$ cat src/rtl/ple_pkg.sv
// Package for the positional list engine: request/response payload types,
// operation and status codes, and the controller state type.
// No dependencies.
package ple_pkg;

   // operation codes carried in the request
   localparam logic [2:0] OP_INS_FRONT = 3'd0;
   localparam logic [2:0] OP_INS_BACK  = 3'd1;
   localparam logic [2:0] OP_INS_POS   = 3'd2;
   localparam logic [2:0] OP_DEL_POS   = 3'd3;
   localparam logic [2:0] OP_READ_OUT  = 3'd4;

   // response status codes
   localparam logic [1:0] ST_OK     = 2'd0;
   localparam logic [1:0] ST_BADPOS = 2'd1;
   localparam logic [1:0] ST_EMPTY  = 2'd2;
   localparam logic [1:0] ST_FULL   = 2'd3;

   typedef struct packed {
      logic [2:0]         opcode;
      logic signed [31:0] value;
      logic [4:0]         position;
   } ple_req_type;

   typedef struct packed {
      logic [1:0]         status;
      logic signed [31:0] element;
      logic [4:0]         count;
      logic               last;
   } ple_rsp_type;

   // commands from controller to datapath
   typedef struct packed {
      logic latch;   // capture the incoming request
      logic exec;    // apply the captured operation
      logic step;    // emit one element of a read out
   } ple_cmd_type;

   // status from datapath to controller
   typedef struct packed {
      logic out_free;   // response register can take a new response
      logic read_go;    // captured request is a read out of a non-empty list
      logic read_last;  // next read out step emits the final element
   } ple_stat_type;

   typedef enum logic [1:0] {
      S_IDLE,
      S_EXEC,
      S_READ
   } ple_state_type;

endpackage

$ cat src/rtl/ple_ctrl.sv
// Controller for the positional list engine: accept / execute / read out
// sequencing. Depends on ple_pkg.
module ple_ctrl (
   input  logic                  clock,
   input  logic                  reset,
   input  logic                  req_valid,
   output logic                  req_stall,
   input  ple_pkg::ple_stat_type stat,
   output ple_pkg::ple_cmd_type  cmd
);
   import ple_pkg::*;

   ple_state_type state_ff, state_in;

   // state register
   always_ff @(posedge clock) begin
      if (reset) begin
         state_ff <= S_IDLE;
      end else begin
         state_ff <= state_in;
      end
   end

   // next state and commands
   always_comb begin
      state_in  = state_ff;
      cmd       = '0;
      req_stall = 1'b1;
      unique case (state_ff)
         S_IDLE: begin
            req_stall = 1'b0;
            if (req_valid) begin
               cmd.latch = 1'b1;
               state_in  = S_EXEC;
            end
         end
         S_EXEC: begin
            // wait for the response register before touching the list
            if (stat.out_free) begin
               cmd.exec = 1'b1;
               state_in = stat.read_go ? S_READ : S_IDLE;
            end
         end
         S_READ: begin
            if (stat.out_free) begin
               cmd.step = 1'b1;
               if (stat.read_last) begin
                  state_in = S_IDLE;
               end
            end
         end
         default: begin
            state_in = S_IDLE;
         end
      endcase
   end

endmodule

$ cat src/rtl/ple_datapath.sv
// Datapath for the positional list engine: request register, row of shifting
// cells, element count, read out counter and response register. Depends on ple_pkg.
module ple_datapath #(
   parameter int CAPACITY = 16
) (
   input  logic                  clock,
   input  logic                  reset,
   input  ple_pkg::ple_req_type  req_data,
   input  ple_pkg::ple_cmd_type  cmd,
   output ple_pkg::ple_stat_type stat,
   input  logic                  rsp_stall,
   output logic                  rsp_valid,
   output ple_pkg::ple_rsp_type  rsp_data
);
   import ple_pkg::*;

   localparam int LW = $clog2(CAPACITY + 1);
   localparam int CW = ((LW > 5) ? LW : 5) + 1;

   ple_req_type        req_ff;
   logic [LW-1:0]      len_ff, len_in;
   logic [LW-1:0]      rd_left_ff, rd_left_in;
   logic signed [31:0] cell_ff [CAPACITY];
   logic signed [31:0] cell_in [CAPACITY];
   ple_rsp_type        rsp_ff, rsp_in;
   logic               rsp_valid_ff, rsp_valid_in;

   logic [CW-1:0] pos_ext, len_ext, ins_idx, del_idx;
   logic          is_ins, full, ins_bad, del_empty, del_bad;
   logic          do_ins, do_del, known_op, exec_load;
   logic [1:0]    exec_status;

   // operation decode against the current count
   always_comb begin
      pos_ext   = CW'(req_ff.position);
      len_ext   = CW'(len_ff);
      is_ins    = (req_ff.opcode == OP_INS_FRONT) || (req_ff.opcode == OP_INS_BACK) ||
                  (req_ff.opcode == OP_INS_POS);
      known_op  = is_ins || (req_ff.opcode == OP_DEL_POS) || (req_ff.opcode == OP_READ_OUT);
      full      = (len_ext >= CW'(CAPACITY));
      ins_bad   = (req_ff.opcode == OP_INS_POS) &&
                  ((pos_ext == '0) || (pos_ext > len_ext + CW'(1)));
      del_empty = (len_ext == '0);
      del_bad   = (pos_ext == '0) || (pos_ext > len_ext);
      do_ins    = is_ins && !full && !ins_bad;
      do_del    = (req_ff.opcode == OP_DEL_POS) && !del_empty && !del_bad;
      del_idx   = pos_ext - CW'(1);
      unique case (req_ff.opcode)
         OP_INS_FRONT: ins_idx = '0;
         OP_INS_BACK:  ins_idx = len_ext;
         default:      ins_idx = pos_ext - CW'(1);
      endcase
      stat.read_go   = (req_ff.opcode == OP_READ_OUT) && !del_empty;
      stat.read_last = (rd_left_ff == LW'(1));
      stat.out_free  = !rsp_valid_ff || !rsp_stall;
      exec_load      = cmd.exec && known_op && !stat.read_go;
   end

   // status of a single-response operation, full tested before position
   always_comb begin
      priority if (is_ins && full) begin
         exec_status = ST_FULL;
      end else if (is_ins && ins_bad) begin
         exec_status = ST_BADPOS;
      end else if (!is_ins && del_empty) begin
         exec_status = ST_EMPTY;
      end else if (!is_ins && del_bad) begin
         exec_status = ST_BADPOS;
      end else begin
         exec_status = ST_OK;
      end
   end

   // count and read out counter
   always_comb begin
      len_in = len_ff;
      if (cmd.exec && do_ins) begin
         len_in = len_ff + LW'(1);
      end else if (cmd.exec && do_del) begin
         len_in = len_ff - LW'(1);
      end
      rd_left_in = rd_left_ff;
      if (cmd.exec && stat.read_go) begin
         rd_left_in = len_ff;
      end else if (cmd.step) begin
         rd_left_in = rd_left_ff - LW'(1);
      end
   end

   // row of cells: shift up on insert, down on delete, rotate on read out
   for (genvar i = 0; i < CAPACITY; i++) begin : g_cell
      localparam int PREV = (i > 0) ? i - 1 : 0;
      localparam int NEXT = (i < CAPACITY - 1) ? i + 1 : i;
      localparam logic [CW-1:0] IDX = CW'(i);
      localparam logic [CW-1:0] IDX1 = CW'(i + 1);

      always_comb begin
         cell_in[i] = cell_ff[i];
         if (cmd.exec && do_ins) begin
            if ((IDX > ins_idx) && (IDX <= len_ext)) begin
               cell_in[i] = cell_ff[PREV];
            end else if (IDX == ins_idx) begin
               cell_in[i] = req_ff.value;
            end
         end else if (cmd.exec && do_del) begin
            if ((IDX >= del_idx) && (IDX1 < len_ext)) begin
               cell_in[i] = cell_ff[NEXT];
            end
         end else if (cmd.step) begin
            if (IDX1 < len_ext) begin
               cell_in[i] = cell_ff[NEXT];
            end else if (IDX1 == len_ext) begin
               cell_in[i] = cell_ff[0];
            end
         end
      end

      always_ff @(posedge clock) begin
         cell_ff[i] <= cell_in[i];
      end
   end

   // response register
   always_comb begin
      rsp_in       = rsp_ff;
      rsp_valid_in = rsp_valid_ff && rsp_stall;
      if (exec_load) begin
         rsp_in.status  = exec_status;
         rsp_in.element = '0;
         rsp_in.count   = 5'(len_in);
         rsp_in.last    = 1'b1;
         rsp_valid_in   = 1'b1;
      end else if (cmd.step) begin
         rsp_in.status  = ST_OK;
         rsp_in.element = cell_ff[0];
         rsp_in.count   = 5'(len_ff);
         rsp_in.last    = stat.read_last;
         rsp_valid_in   = 1'b1;
      end
   end

   // control registers
   always_ff @(posedge clock) begin
      if (reset) begin
         len_ff       <= '0;
         rsp_valid_ff <= 1'b0;
      end else begin
         len_ff       <= len_in;
         rsp_valid_ff <= rsp_valid_in;
      end
   end

   // payload registers
   always_ff @(posedge clock) begin
      if (cmd.latch) begin
         req_ff <= req_data;
      end
      rd_left_ff <= rd_left_in;
      rsp_ff     <= rsp_in;
   end

   assign rsp_valid = rsp_valid_ff;
   assign rsp_data  = rsp_ff;

endmodule

$ cat src/rtl/positional_list_engine_top.sv
// Top level of the positional list engine: controller plus datapath.
// Depends on ple_pkg, ple_ctrl and ple_datapath.
//
// Keeps a packed list of up to CAPACITY signed 32-bit values in a row of
// shifting cells. One request is worked at a time: it is taken in the idle
// state and executed once the response register is free. An insert or delete
// gives one response with status and new count; a read out of N elements
// gives one element per cycle while the response side does not stall, as the
// cell row rotates, front first with last on the final element (a single
// empty-status response when the list is empty). Opcodes 5 to 7 give no response.
// Stall on the response side holds the sequencer in place; the response
// register lets the next request be taken while a finished one is pending.
// The cells need no clearing after reset; only count and response valid are cleared.
module positional_list_engine_top #(
   parameter int CAPACITY = 16
) (
   input  logic                 clock,
   input  logic                 reset,
   input  logic                 req_valid,
   output logic                 req_stall,
   input  ple_pkg::ple_req_type req_data,
   output logic                 rsp_valid,
   input  logic                 rsp_stall,
   output ple_pkg::ple_rsp_type rsp_data
);
   import ple_pkg::*;

   ple_cmd_type  cmd;
   ple_stat_type stat;

   // sequencing
   ple_ctrl u_ctrl (
      .clock     (clock),
      .reset     (reset),
      .req_valid (req_valid),
      .req_stall (req_stall),
      .stat      (stat),
      .cmd       (cmd)
   );

   // list storage and response
   ple_datapath #(
      .CAPACITY (CAPACITY)
   ) u_datapath (
      .clock     (clock),
      .reset     (reset),
      .req_data  (req_data),
      .cmd       (cmd),
      .stat      (stat),
      .rsp_stall (rsp_stall),
      .rsp_valid (rsp_valid),
      .rsp_data  (rsp_data)
   );

`ifndef SYNTHESIS
   // one request at a time: after an accepted request the input is held off
   a_one_at_a_time: assert property (@(posedge clock) disable iff (reset)
      (req_valid && !req_stall) |=> req_stall)
      else $error("request accepted while previous still executing");

   // error responses are single, final and carry no element
   a_error_single: assert property (@(posedge clock) disable iff (reset)
      (rsp_valid && (rsp_data.status != ST_OK)) |->
      (rsp_data.last && (rsp_data.element == '0)))
      else $error("error response not final or with element");

   // only read out elements precede the final response
   a_nonlast_ok: assert property (@(posedge clock) disable iff (reset)
      (rsp_valid && !rsp_data.last) |-> (rsp_data.status == ST_OK))
      else $error("non-final response with error status");

   // no new command while the response register is blocked
   a_cmd_blocked: assert property (@(posedge clock) disable iff (reset)
      (cmd.exec || cmd.step) |-> stat.out_free)
      else $error("datapath command issued with response register full");
`endif

endmodule
$ cat config.mk
export PLATFORM = sky130hd
export DESIGN_NAME = positional_list_engine_top
export DESIGN_NICKNAME = d
export VERILOG_FILES = /design/src/rtl/ple_pkg.sv /design/src/rtl/ple_ctrl.sv /design/src/rtl/ple_datapath.sv /design/src/rtl/positional_list_engine_top.sv
export SDC_FILE = /design/constraint.sdc
export NUM_CORES = 2
export LEC_CHECK = 0
export BUFFER_PORTS_ARGS = -buffer_cell sky130_fd_sc_hd__buf_2
export CAP_MARGIN = 20
export CELL_PAD_IN_SITES_DETAIL_PLACEMENT = 1
export CELL_PAD_IN_SITES_GLOBAL_PLACEMENT = 1
export CORE_UTILIZATION = 45
export CTS_CLUSTER_DIAMETER = 200
export DETAILED_ROUTE_END_ITERATION = 10
export PLACE_DENSITY = 0.79
export RECOVER_POWER = 25
export SYNTH_ARGS = -nofsm -noshare
export SYNTH_HDL_FRONTEND = slang
export SYNTH_HIERARCHICAL = 1
export SYNTH_SLANG_ARGS = --single-unit
$ cat constraint.sdc
create_clock -name clock -period 8.08 [get_ports clock]
set_clock_uncertainty 0.05 [all_clocks]
set_input_delay 1.212 -clock clock [delete_from_list [all_inputs] [get_ports clock]]
set_output_delay 1.212 -clock clock [all_outputs]
set_load 0.005 [all_outputs]
==> flow_summary.yaml <==
routing:
  post-route-drc-count: 0
  post_drt_wl_per_cell_um: 30.3
  drt_iter0_markers: 2509
  viasPerCell: 6.67
  wl_um: 122000
  dr.pass1.iters: 5
  via_count: 26800
  postRouteAntennaNets: 0
floorplanning:
  io_pins: 86
  die_w_um: 282
  die_y_um: 282
  core-area_um2: 77600
  rows: 102
  initial_utilization: 0.456
  die-area_um2: 79700
sta:
  tightest_slew_ps: 3810
  final.setup.tns_ps: 0
  fin_hold_ws_ps: 439
  min_period_ps: 6690
  timing.final.ws_setup_ps: 1390
  hold_viol: 0
  grt_setup_unrepaired: "no"
  maxSlewHeadroom: -1.54
  maxSlewViolCount: 389
  max_freq_mhz: 149
  finalCritPeriodShare: 0.828
  setup_viol: 0
pwr:
  ir_drop_uv: 146
  p_leak_nw: 14.1
  powerDensity_nw_per_um2: 203
  power_mw: 7.92
worst_setup_path:
  cp_max_fo: 32
  worst_ep_arrival_time_ps: 7100
  cpPeakStageDelay_ps: 2700
  slowest_stage: "clkbuf_1"
  startpoint: "u_datapath/len_ff[2]"
  cp-start-kind: "flop"
  critPathBufInv: 3
  path_cells: "clkinv_1 > ha_1 > and4b_1 > o21ai_0 > a21oi_2 > clkbuf_1 > o21ai_4 > clkbuf_1 > mux2i_1 > mux2i_1"
  critPathCaptureType: "flop"
  rr_startpoint: "u_datapath/len_ff[2]"
  cpLargestDelayFamily: "buffers and inverters"
  crit_type: "reg -> reg"
  required_ps: 8490
synth:
  yosys_most_used_dff: "edfxtp_1"
  synth_edf_count: 564
  ys_warn_count: 6
  synth.avg_cell_area_um2: 11.8
  synth_seq_cells: 605
  yosysSeqAreaShare: 0.502
  synth_area_um2: 35300
  synth_cells: 3008
  ys_types: 76
  async_flop_share: 0
  synth_nets: 3073
cts:
  clockBufferDepth: 3
  clockRootBuffer: "clkbuf_16"
  clkLatencyLatePin_ps: 640
  clkTransAtPathRegs_ps: 60
  cts_buffers: 72
  cts_tree: "yes"
  htree_num_levels: 3
  cts_setup_buffers: 0
  clock-sinks: 605
  cts_resized: 0
  cts_hold_buf: 0
cells_and_area:
  drive_above_1_share: 0.117
  final_cells: 4025
  fin_area_um2: 39000
  final_common_cell: "mux2i_1"
  final_core_util: 0.503
  layout_common_cells: "mux2i_1, edfxtp_1, nand2_1, nor2_1, a221oi_1"
  final_nets: 2992
  num_antenna_cells: 0
  area_growth_pct: 10.5
global_route:
  grt_start_max_net_pins: 226
  grt_pass1_vias: 28100
  antenna_found_initial: 0
  grt-ovfl-total: 0
  grt_pass1_wl_um: 182000
  track_usage: 0.304
placement:
  dp_slack_ps: 2270
  dp_hpwl_um: 67800
  port_buffers: 85
  place_congestion: 0.878
  placed_cells: 3893
  placed_cell_area_um2: 36800
hold_path:
  worstHoldStart: "u_datapath/rsp_data[37]"
  hold_path.class: "reg -> reg"
flow_run:
  max_cap_violations: 15
run_status:
  violations: "capacitance limit, slew limit"
  status: "finished with violations"
area by class of cell:
class,count,area (µm²)
clock buffer,89,1890
clock inverter,43,515
fill,8090,38500
timing repair buffer,157,925
inverter,17,63.8
multi-input combinational,2074,16600
tap,1040,1300
sequential,605,17800
metal layers:
metal  track usage  routed length (µm)  vias to the layer above
met5             0                   0                        -
met4         0.107                4470                        0
met3        0.0449                9520                      302
met2         0.505               58000                     1258
met1         0.404               50000                    13800
li1              -                   -                    11400
cells by family (layout without fill, tap and decap cells):
group | after synthesis | after routing | share of synthesized area
xor gates and xnor gates | 10 | 10 | 0.00248
adders and majority gates | 21 | 21 | 0.00743
AOI/OAI and AO/OA | 447 | 447 | 0.0952
buffers and inverters | 329 | 306 | 0.0410
and+or+nand+nor | 658 | 658 | 0.0846
DFF | 605 | 605 | 0.502
muxes | 938 | 938 | 0.267
registers in the layout (all words and copies together) (netlist names):
name,count
u_datapath/req_ff,35
u_datapath/rsp_valid,1
u_datapath/pos_ext,5
u_datapath/cell_ff,512
u_datapath/rd_left_ff,5
u_datapath/len_ff,5
u_datapath/rsp_data,40
u_ctrl/state_ff,2
synth_stat cells, types with 3 or more instances:
| master | count | area, µm² |
|---|---|---|
| and2_1 | 4 | 25.0 |
| buf_2 | 129 | 646 |
| edfxtp_1 | 564 | 16900 |
| nor2_1 | 135 | 507 |
| clkbuf_1 | 157 | 589 |
| or2_2 | 9 | 56.3 |
| inv_1 | 15 | 56.3 |
| a21o_1 | 8 | 60.1 |
| dfxtp_1 | 41 | 821 |
| a21oi_1 | 100 | 500 |
| nand4_1 | 6 | 37.5 |
| a211oi_1 | 5 | 37.5 |
| nand3_1 | 13 | 65.1 |
| mux2i_1 | 903 | 9040 |
| o21ai_1 | 13 | 65.1 |
| o31ai_1 | 4 | 30.0 |
| or3_1 | 34 | 213 |
| a221oi_1 | 137 | 1200 |
| a31oi_1 | 6 | 37.5 |
| ha_1 | 21 | 263 |
| xor2_1 | 3 | 26.3 |
| o211ai_1 | 10 | 75.1 |
| mux2_2 | 35 | 394 |
| nor3b_1 | 6 | 45.0 |
| xnor2_1 | 7 | 61.3 |
| o21a_1 | 4 | 30.0 |
| buf_4 | 14 | 105 |
| nand2_1 | 272 | 1020 |
| nor2b_1 | 5 | 31.3 |
| o21ai_0 | 56 | 280 |
| a21oi_2 | 3 | 26.3 |
| o221a_2 | 33 | 372 |
| nor3_1 | 113 | 566 |
| nand2b_1 | 11 | 68.8 |
| o311a_1 | 3 | 30.0 |
| nor4_1 | 34 | 213 |
| o22ai_1 | 4 | 25.0 |
| a32oi_1 | 33 | 289 |
| buf_1 | 12 | 45.0 |
power by group:
part | switching, mW | internal [mW] | leakage [nW] | total, mW
logic | 0.550 | 0.321 | 7.52 | 0.872
registers | 0.114 | 3.55 | 5.47 | 3.67
clock network | 1.39 | 1.99 | 1.16 | 3.38
total | 2.05 | 5.87 | 14.1 | 7.92
final timing paths:
check,end,slack (ps),cells past startpoint
hold / removal,u_datapath/rsp_data[37],440,2
hold reg to reg,u_datapath/rsp_data[37],440,2
setup / recovery,u_datapath/cell_ff[0][174],1390,10
setup reg to reg,u_datapath/cell_ff[0][174],1390,10
tightest hold or removal path: cells and delay by family, from the launching register on:
family	cells	cell delay, ps
and+or+nand+nor	1	70
DFF	1	320
muxes	1	60
Note: power is estimated with default switching activity, not from simulation.
